==> src/rtl/core/usm_vmath.sv <==
// Vertex arithmetic: normals and radius-scaled positions from cos/sin.
// Three register stages, multipliers in the first two; uses no package items.
module usm_vmath (
  input  logic               clk_i,
  input  logic               en_i,
  input  logic signed [15:0] cp_i,
  input  logic signed [15:0] sp_i,
  input  logic signed [15:0] ct_i,
  input  logic signed [15:0] st_i,
  input  logic [15:0]        radius_i,
  output logic signed [16:0] pos_x_o,
  output logic signed [16:0] pos_y_o,
  output logic signed [16:0] pos_z_o,
  output logic signed [15:0] norm_x_o,
  output logic signed [15:0] norm_y_o,
  output logic signed [15:0] norm_z_o
);

  logic signed [16:0] rad;
  logic signed [31:0] pcct_q, pcst_q;
  logic signed [32:0] rsp_q;
  logic signed [15:0] sp1_q, nx_q, ny_q, nz_q, nx2_q, ny2_q, nz2_q;
  logic signed [47:0] px_q, py_q;
  logic signed [16:0] pz_q, pz2_q;
  logic signed [47:0] px_r, py_r;
  logic signed [31:0] nx_r, ny_r;
  logic signed [32:0] pz_r;

  assign rad = $signed({1'b0, radius_i});

  // Round the products half up
  assign nx_r = (pcct_q + 32'sd8192) >>> 14;
  assign ny_r = (pcst_q + 32'sd8192) >>> 14;
  assign pz_r = (rsp_q + 33'sd8192) >>> 14;
  assign px_r = (px_q + 48'sd134217728) >>> 28;
  assign py_r = (py_q + 48'sd134217728) >>> 28;

  always_ff @(posedge clk_i) begin
    if (en_i) begin
      // first products
      pcct_q <= 32'(cp_i) * 32'(ct_i);
      pcst_q <= 32'(cp_i) * 32'(st_i);
      rsp_q  <= 33'(rad) * 33'(sp_i);
      sp1_q  <= sp_i;
      // scale by radius, finish normals
      px_q   <= 48'(rad) * 48'(pcct_q);
      py_q   <= 48'(rad) * 48'(pcst_q);
      pz_q   <= pz_r[16:0];
      nx_q   <= nx_r[15:0];
      ny_q   <= ny_r[15:0];
      nz_q   <= sp1_q;
      // final rounding of x and y
      pos_x_o  <= px_r[16:0];
      pos_y_o  <= py_r[16:0];
      pz2_q    <= pz_q;
      nx2_q    <= nx_q;
      ny2_q    <= ny_q;
      nz2_q    <= nz_q;
    end
  end

  assign pos_z_o  = pz2_q;
  assign norm_x_o = nx2_q;
  assign norm_y_o = ny2_q;
  assign norm_z_o = nz2_q;

endmodule

==> config.mk <==
export PLATFORM = sky130hd
export DESIGN_NAME = usm_vmath
export DESIGN_NICKNAME = d
export VERILOG_FILES = /design/src/rtl/core/usm_vmath.sv
export SDC_FILE = /design/constraint.sdc
export NUM_CORES = 2
export LEC_CHECK = 0
export BUFFER_PORTS_ARGS = -buffer_cell sky130_fd_sc_hd__buf_2
export CORE_ASPECT_RATIO = 2
export CORE_MARGIN = 5
export CORE_UTILIZATION = 60
export CTS_CLUSTER_SIZE = 30
export DETAILED_ROUTE_END_ITERATION = 16
export PLACE_DENSITY = 0.83
export SLEW_MARGIN = 10
export SYNTH_ARGS = -nofsm -noshare
export SYNTH_HDL_FRONTEND = slang
export SYNTH_SLANG_ARGS = --single-unit
==> constraint.sdc <==
create_clock -name clk_i -period 6.9 [get_ports clk_i]
set_clock_uncertainty 0.05 [all_clocks]
set_input_delay 0.69 -clock clk_i [delete_from_list [all_inputs] [get_ports clk_i]]
set_output_delay 0.69 -clock clk_i [all_outputs]
set_load 0.03 [all_outputs]
==> reports/results.txt <==
Status: complete, no violations
FF-to-FF setup slack: 0.08 ns
First-pass GRT wire length: 307000 um
Initial drt markers: 3134
Number of top-level pins: 181
H-tree depth: 1
Share of layout cells above drive strength 1: 11.2%
CTS buffer count: 30
Dominant synthesized flop cell: edfxtp_1
Post-Route WL: 193000 um
R2R Path Start: pcst_q[15]$_DFFE_PP_
Slew headroom: 31.8%
RSZ-0062 raised after global routing: yes
Ys async rst share: 0%
CP required: 7.26 ns
Via Count: 52045
Register area share after synthesis: 12.7%
Crit path max fanout: 5
Tcrit/Tclk final: 98.8%
Crit-path most repeated cell: fa_1
Yosys warns: 0
Hold Fails Final Rpt: 0
Multi-input gate area: 0.0533 mm^2
Syn Std Cell Area: 0.0703 mm^2
Worst EP arrival: 7.17 ns
Die Wd: 252 um
Max incr delay on CP: 0.54 ns
Worst setup SP type: flip-flop
Core area: 0.116 mm^2
GRT Util Overall: 31.8%
Hold Crit Endpoint: sp1_q[14]$_DFFE_PP_
Row Count: 177
Final HPWL DP: 162000 um
Synth Net Count: 9442
Overflow after GRT: 0
Pins Over Slew Limit: 0
Final Hold Slack: 0.303 ns
Post-Syn Instances: 7238
Achievable Freq: 147 MHz
Sinks on Clock Net: 298
Most common cell after layout, fill and taps aside: inv_1
Port bufs: 180
Reg2reg path depth: 24
Area grow syn2layout: 11.4%
Clock Pin Slew Worst Setup and Hold Paths: 0.07 ns
Vias per cell: 5.63
Die height: 494 um
Routability cong.: 0.978
Slowest CP cell: fa_1
Largest net degree at the start of global routing: 135
Sequential Area: 0.00895 mm^2
Most frequent cells in the layout: inv_1 (1854), fa_1 (1619), nand2_1 (1008), and2_1 (783), buf_4 (495)
DRT antenna net count: 0
Critical R2R Capture: py_q[41]$_DFFE_PP_
Total die area: 0.124 mm^2
Slew @ Worst Pin: 1.01 ns
Layout Nets: 9897
#FFs+latches synth: 298
Antenna violations before repair: 16
Worst hold path class: input pin to flip-flop
CP Cell Sequence: buf_6, buf_12, and2_1, fa_1, inv_1, fa_2, fa_1, inv_1, fa_1, fa_1, inv_1, fa_1, inv_1, ha_4, a21o_1, a21o_1, a2111o_1, a31oi_2, nor2b_2, o31ai_4, o211a_4, o21ba_4, o21bai_1, xor2_1
Post-CTS Hold Fix Bufs: 0
Synthesized area per cell: 9.71 um^2
Post-synth EDFFs: 298
Distinct cell type count after synthesis: 69
CP Class: flip-flop to flip-flop
Worst Hold Launch: sp_i[14]
Clock period minus worst slack: 6.82 ns
Clock tree from TritonCTS: done
Clock tree buffer depth: 3
First-pass detailed-route iteration total: 7
Hold path depth: 1
Vias in the first global route: 60268
Skew-Pair Late Insertion Delay: 0.68 ns
DRC: 0
Avg WL per Cell: 20.9 um
Root Buffer: clkbuf_16
Initial Utilization: 60.4%
Fill cells: 8607
Endpoints failing setup: 0
Max_cap viols: 0
CP Capture Type: flip-flop
per-stage QoR:
step	instance area, um^2	utilization, %	setup TNS, ns	instances	worst slack [ns]
global route	78200	67.3	-0.221	9241	-0.0928
global placement	76700	66.0	-5.47	9155	-0.384
detailed placement	76700	66.0	-8.61	9155	-0.465
CTS	77800	66.9	0	9216	0.000565
finish	78200	67.3	0	9244	0.0835
floorplan	70300	-	0	7238	0.00485
layout make-up:
cell class | instances | area share, %
Multi-Input combinational cell | 4751 | 68.1
Inverter | 1860 | 8.93
Tap cell | 1521 | 2.43
Timing Repair Buffer | 752 | 7.80
Sequential cell | 298 | 11.4
Clock inverter | 23 | 0.277
Antenna cell | 7 | 0.0224
Clock buffer | 32 | 0.969
critical path, delay by kind of cell, from the launching register on:
kind	cells	cell delay, ns
AOI/OAI and AO/OA	8	1.86
xor gates and xnor gates	1	0.17
adders and majority gates	7	3.22
buffers and inverters	6	0.53
DFF	1	0.45
and+or+nand+nor	2	0.28
worst max-delay path by stage:
stage | slack (ns) | startpoint | to | cells past startpoint
after floorplan | 0.005 | radius_i[8] | py_q[37]$_DFFE_PP_ | 23
after global placement | -0.38 | radius_i[8] | px_q[44]$_DFFE_PP_ | 24
after detailed placement | -0.47 | radius_i[8] | px_q[44]$_DFFE_PP_ | 24
after CTS | 0.0006 | pcst_q[7]$_DFFE_PP_ | py_q[43]$_DFFE_PP_ | 23
after global routing | -0.09 | pcst_q[15]$_DFFE_PP_ | py_q[41]$_DFFE_PP_ | 24
final | 0.08 | pcst_q[15]$_DFFE_PP_ | py_q[41]$_DFFE_PP_ | 24
routing by layer:
metal / track usage, % / part of all wire [%]
met2: 58.6 / 53
met4: 26.5 / 11
met5: 0 / 0.0067
met3: 4.55 / 6.3
met1: 30.7 / 29
cell families (layout without fill, tap and decap cells):
family                     Yosys count  count (layout)  share of synthesized area [%]
AOI/OAI and AO/OA                  284             284                           2.72
and+or+nand+nor                   2110            2110                           14.7
muxes                                1               1                         0.0142
adders and majority gates         2122            2122                           55.2
xor gates and xnor gates           234             234                           2.92
buffers and inverters             2189            2667                           11.7
other                                0               7                              0
DFF                                298             298                           12.7
synth_stat cells (all sizes together) (4+ instances only):
master | count | area (um^2)
nor3 | 29 | 145
and3 | 26 | 163
nand4 | 24 | 150
o21ai | 43 | 219
a31oi | 7 | 43.8
xnor2 | 175 | 1530
nand2 | 1009 | 3790
o21bai | 13 | 97.6
nand2b | 24 | 150
nor2b | 12 | 75.1
xor2 | 59 | 517
or3 | 5 | 31.3
o2111ai | 5 | 43.8
buf | 12 | 45.0
ha | 489 | 6120
a21o | 47 | 353
o21a | 21 | 158
nand3 | 55 | 275
clkbuf | 317 | 1190
a21oi | 86 | 434
or2 | 4 | 25.0
edfxtp | 298 | 8950
a211oi | 14 | 115
inv | 1859 | 6980
a211o | 6 | 53.8
nor2 | 116 | 438
o211ai | 9 | 67.6
and2 | 789 | 4940
fa | 1633 | 32700
and4 | 8 | 70.1
state kept, by name, summed over array words and instances, names as in the netlist:
signal,count
pos_x_o,17
nz_q,16
pcct_q,32
rsp_q,18
norm_x_o,16
norm_z_o,16
px_q,18
py_q,18
pos_y_o,17
pcst_q,32
sp1_q,16
pos_z_o,17
nx_q,16
norm_y_o,16
ny_q,16
pz_q,17
repair_timing:
item	4_1_cts	5_1_grt
setup endpoints to repair	5	22
pin swaps	1	37
gates cloned	0	1
gates resized for setup	1	61
setup buffers	6	20
Power is not shown: default switching activity piles up to over one toggle a cycle in this logic, so the estimate is an artifact.
