$ cat src/rtl/core/usm_pkg.sv
// Shared types, constants and the arctangent table of the UV sphere generator.
// Used by usm_div, usm_cordic and the top level; depends on nothing.
package usm_pkg;

  // Register limits and reset values
  localparam logic [6:0]  SectorMin    = 7'd3;
  localparam logic [6:0]  SectorMax    = 7'd64;
  localparam logic [6:0]  StackMin     = 7'd2;
  localparam logic [6:0]  StackMax     = 7'd64;
  localparam logic [6:0]  SectorReset  = 7'd36;
  localparam logic [6:0]  StackReset   = 7'd18;
  localparam logic [15:0] RadiusReset  = 16'd256;

  // Register indexes on the configuration port
  typedef enum logic [1:0] {
    REG_SECTORS = 2'd0,
    REG_STACKS  = 2'd1,
    REG_RADIUS  = 2'd2,
    REG_NONE    = 2'd3
  } reg_idx_e;

  // Pipeline shape
  localparam int DivStages    = 8;   // two quotient bits per stage
  localparam int CordicIters  = 28;
  localparam int CordicStages = CordicIters / 2;
  localparam int CordicLat    = CordicStages + 1;
  localparam int MathLat      = 3;
  localparam int PipeDepth    = 1 + DivStages + CordicLat + MathLat;
  localparam int TexStage     = 1 + DivStages;

  localparam logic signed [31:0] CordicGain = 32'sd652032874;

  // Rotation state of one CORDIC lane
  typedef struct packed {
    logic signed [31:0] x;
    logic signed [31:0] y;
    logic signed [31:0] z;
  } cordic_t;

  // Item info that rides alongside the math pipeline
  typedef struct packed {
    logic        valid;
    logic        mode;
    logic        has_left;
    logic        has_right;
    logic [12:0] k1;
    logic [12:0] k2;
    logic [15:0] tex_u;
    logic [15:0] tex_v;
  } side_t;

  // Arctangent of 2^-k in 2^-32 turn units
  function automatic logic signed [31:0] atan_turn(input int k);
    logic signed [31:0] v;
    unique case (k)
      0:  v = 32'sd536870912;
      1:  v = 32'sd316933406;
      2:  v = 32'sd167458907;
      3:  v = 32'sd85004756;
      4:  v = 32'sd42667331;
      5:  v = 32'sd21354465;
      6:  v = 32'sd10679838;
      7:  v = 32'sd5340245;
      8:  v = 32'sd2670163;
      9:  v = 32'sd1335087;
      10: v = 32'sd667544;
      11: v = 32'sd333772;
      12: v = 32'sd166886;
      13: v = 32'sd83443;
      14: v = 32'sd41722;
      15: v = 32'sd20861;
      16: v = 32'sd10430;
      17: v = 32'sd5215;
      18: v = 32'sd2608;
      19: v = 32'sd1304;
      20: v = 32'sd652;
      21: v = 32'sd326;
      22: v = 32'sd163;
      23: v = 32'sd81;
      24: v = 32'sd41;
      25: v = 32'sd20;
      26: v = 32'sd10;
      27: v = 32'sd5;
      default: v = 32'sd0;
    endcase
    return v;
  endfunction

endpackage

$ cat src/rtl/core/usm_div.sv
// Pipelined restoring divider, 16 quotient bits, two bits per stage.
// Depends on usm_pkg for the stage count.
module usm_div (
  input  logic        clk_i,
  input  logic        en_i,
  input  logic [22:0] num_i,
  input  logic [7:0]  den_i,
  output logic [15:0] quo_o
);

  logic [22:0] rem_q [usm_pkg::DivStages];
  logic [15:0] quo_q [usm_pkg::DivStages];
  logic [7:0]  den_q [usm_pkg::DivStages];
  logic [22:0] rem_d [usm_pkg::DivStages];
  logic [15:0] quo_d [usm_pkg::DivStages];
  logic [7:0]  den_d [usm_pkg::DivStages];

  // Resolve two quotient bits per stage, top bit first
  always_comb begin
    logic [22:0] r;
    logic [15:0] q;
    logic [7:0]  d;
    logic [22:0] sub;
    for (int s = 0; s < usm_pkg::DivStages; s++) begin
      if (s == 0) begin
        r = num_i;
        q = '0;
        d = den_i;
      end else begin
        r = rem_q[s-1];
        q = quo_q[s-1];
        d = den_q[s-1];
      end
      for (int b = 1; b >= 0; b--) begin
        sub = 23'(d) << (15 - 2 * s - 1 + b);
        if (r >= sub) begin
          r = r - sub;
          q[15 - 2 * s - 1 + b] = 1'b1;
        end
      end
      rem_d[s] = r;
      quo_d[s] = q;
      den_d[s] = d;
    end
  end

  always_ff @(posedge clk_i) begin
    if (en_i) begin
      for (int s = 0; s < usm_pkg::DivStages; s++) begin
        rem_q[s] <= rem_d[s];
        quo_q[s] <= quo_d[s];
        den_q[s] <= den_d[s];
      end
    end
  end

  assign quo_o = quo_q[usm_pkg::DivStages-1];

endmodule

$ cat config.mk
export PLATFORM = sky130hd
export DESIGN_NAME = usm_div
export DESIGN_NICKNAME = d
export VERILOG_FILES = /design/src/rtl/core/usm_pkg.sv /design/src/rtl/core/usm_div.sv
export SDC_FILE = /design/constraint.sdc
export NUM_CORES = 1
export LEC_CHECK = 0
export BUFFER_PORTS_ARGS = -buffer_cell sky130_fd_sc_hd__buf_4
export CAP_MARGIN = 20
export CORE_MARGIN = 8
export CORE_UTILIZATION = 45
export CTS_CLUSTER_SIZE = 24
export DETAILED_ROUTE_END_ITERATION = 10
export GPL_TIMING_DRIVEN = 0
export PLACE_DENSITY = 0.67
export SLEW_MARGIN = 20
export SYNTH_ARGS = -nofsm -noshare
export SYNTH_HDL_FRONTEND = slang
export SYNTH_SLANG_ARGS = --single-unit
$ cat constraint.sdc
create_clock -name clk_i -period 12.4 [get_ports clk_i]
set_input_delay 0.62 -clock clk_i [delete_from_list [all_inputs] [get_ports clk_i]]
set_output_delay 0.62 -clock clk_i [all_outputs]
set_load 0.05 [all_outputs]
==> results.tsv <==
metric	value	unit
Clock Latency Late Sink	560	ps
Via density	5.47	
Worst EP required	12700	ps
hold_buf cts	0	
delay-heaviest family, CP	compound AO/OA/AOI/OAI gates	
YS warnings	0	
crit-path max cell delay	860	ps
CTS tree	yes	
FILL cells	3456	
Final setup viols	0	
initial antenna violation count	0	
Area Growth Syn to Fin	11.5	%
Max rail drop VDD	148	uV
Clock Tree Root	clkbuf_16	
Synth cell types	76	
Hold Startpoint	num_i[0]	
Cells after Synth	1665	
critical setup path kind	reg -> reg	
most common cell after layout, fill and taps aside	edfxtp_1	
crit path time final	7010	ps
Mapped Area	17800	sq um
CTS sink cnt	289	
dpl hpwl	28300	microns
Clock Path Buffers	3	
Total Routing Usage GR	15.5	%
commonest cells after routing, fill and taps aside	edfxtp_1 (289), nor2_1 (142), inv_1 (132), a21oi_1 (131), ha_1 (128)	
maximum fanout along the worst path	10	
Hold Crit Class	in -> reg	
Worst Setup SP	den_q[4][5]	
Die Ht	215	microns
fin crit share	56.5	%
r2r startpoint	den_q[4][5]	
placer congestion estimate	0.906	
Worst-Margin Slew	1040	ps
ys flop type	edfxtp_1	
Starting Density	45.2	%
Synth Register Bits	289	
Power Density	233	nW/um^2
Max Slew Vio Count	0	
final wirelength	36700	microns
first-pass GRT wire length	60700	microns
drt first pass iters	5	
RSZ-0062 raised after global routing	false	
leak pwr	7.56	nW
Post-synth EDFFs	289	
Total Neg Setup Slack	0	ps
port buffer count	48	
post-layout util	50.4	%
Bufs and invs on worst path	6	
startpoint types	register	
max_slew headroom	29.9	%
post-layout instance area	19800	sq um
FFs w/ async S/R, synth	0	%
row cnt	73	
Setup Fix Bufs, Post-CTS	0	
number of max-cap violations	0	
DRT iter0 DRCs	726	
I/O pins	49	
Synth Net Count	1841	
Clock Skews	11.9	ps
CP Capture Type	register	
final antenna-violating net count	0	
DIE AREA	46100	sq um
Seq/Total Area, Yosys	48.8	%
Num CTS Buffers	31	
post-placement cell area	18900	sq um
H-tree lvl count	1	
Reg clk slew, reported paths	60	ps
number of hold violations in the final report	0	
layout cell share with drive strength beyond 1	8.26	%
Critical Path AT	7310	ps
detailed-route DRC error count	0	
status	finished, final reports clean	
area of the core	39400	sq um
ant diodes	0	
Max Fclk	143	MHz
post-CTS sizing	0	
post-synthesis average cell area	10.7	sq um
crit path max-delay cell type	o41ai_1	
vias in the first global route	12900	
nets	1924	
DR WL/cell	16.0	microns
GRT overflow	0	
worst-path cell chain	inv_1 > ha_1 > clkbuf_1 > nand4_1 > nor3_1 > a31oi_1 > nand2_1 > clkbuf_1 > o21ai_0 > inv_1 > ha_1 > nor2b_1 > o21ai_0 > a21oi_1 > o21ai_0 > a21oi_1 > o41ai_1 > nand2_1 > nor3b_1 > inv_1 > clkbuf_1 > nand4_1 > xnor2_1	
Vias	12500	
die width	215	microns
largest net degree at the start of global routing	114	
-- logic make-up (layout without fill, tap and decap cells) --
family	Yosys count	after routing	share of synthesized area, %
AOI/OAI and AO/OA	360	360	12.4
DFF	289	289	48.8
adders and majority gates	144	144	10.8
buffers and inverters	159	261	3.43
xor gates and xnor gates	129	129	6.35
and+or+nand+nor	538	538	15.5
muxes	46	46	2.81
-- metal layers --
metal / GRT usage [%] / routed length [microns] / vias up
met5: 0 / 0 / -
met2: 30.4 / 19600 / 193
met1: 16.6 / 14900 / 5970
met3: 2.09 / 1030 / 75
met4: 5.58 / 1190 / 0
li1: - / - / 6288
-- synthesized netlist by cell type (4+ instances only) --
master | instances | area share (%)
a211oi_1 | 6 | 0.25
a21boi_0 | 5 | 0.21
a21o_1 | 36 | 1.5
a21oi_1 | 131 | 3.7
and3_1 | 8 | 0.28
clkbuf_1 | 20 | 0.42
edfxtp_1 | 289 | 49
fa_1 | 15 | 1.7
ha_1 | 128 | 9.0
inv_1 | 132 | 2.8
mux2_2 | 29 | 1.8
mux2i_1 | 15 | 0.84
nand2_1 | 125 | 2.6
nand2b_1 | 24 | 0.84
nand3_1 | 32 | 0.90
nand3b_1 | 4 | 0.17
nand4_1 | 33 | 1.2
nand4b_1 | 6 | 0.30
nor2_1 | 142 | 3.0
nor2b_1 | 25 | 0.88
nor3_1 | 38 | 1.1
nor3b_1 | 7 | 0.30
nor4_1 | 27 | 0.95
nor4b_1 | 8 | 0.39
o2111ai_1 | 4 | 0.20
o211ai_1 | 6 | 0.25
o21a_1 | 22 | 0.93
o21ai_0 | 92 | 2.6
o21bai_1 | 10 | 0.42
o31a_1 | 7 | 0.34
o31ai_1 | 8 | 0.34
or2_2 | 10 | 0.35
or3_1 | 15 | 0.53
or4_1 | 13 | 0.55
xnor2_1 | 81 | 4.0
xor2_1 | 48 | 2.4
-- registers in the layout (all words and copies together), names as in the netlist --
signal  flops
rem_q     161
quo_q      72
den_q      56
-- metrics by stage --
stage	cells	hold WS [ps]	power [mW]	worst slack (ps)
6_report	2292	249	4.61	5390
5_1_grt	2292	221	4.97	4920
4_1_cts	2292	219	4.63	5470
3_5_place_dp	2240	405	3.72	5480
3_3_place_gp	2238	401	3.66	5570
2_1_floorplan	1665	400	3.26	7170
-- path summary, 6_finish.rpt --
| path | end | slack (ps) | cells past startpoint |
|---|---|---|---|
| worst max-delay path | rem_q[5][16] | 5390 | 23 |
| worst min register to register | quo_q[1][15] | 410 | 0 |
| worst max register to register | rem_q[5][16] | 5390 | 23 |
| worst min-delay path | rem_q[0][0] | 250 | 1 |
-- area by class of cell --
cell class / count / area (sq um) / area share (%)
flip-flops and latches: 289 / 8680 / 43.8
multi-input cells: 1217 / 8490 / 42.8
clock buffers: 36 / 795 / 4.01
well taps: 525 / 657 / 3.31
inverters: 133 / 502 / 2.53
repair buffers: 50 / 423 / 2.13
clock inverters: 16 / 175 / 0.883
plain buffers: 26 / 108 / 0.543
-- power by group --
group          leakage (nW)  internal, mW  total (mW)  switching [mW]
logic                  4.33         0.957        2.19            1.23
registers              2.76          1.40        1.54           0.145
clock network         0.472         0.518       0.880           0.361
No activity file was read; power rests on OpenSTA's default activity.
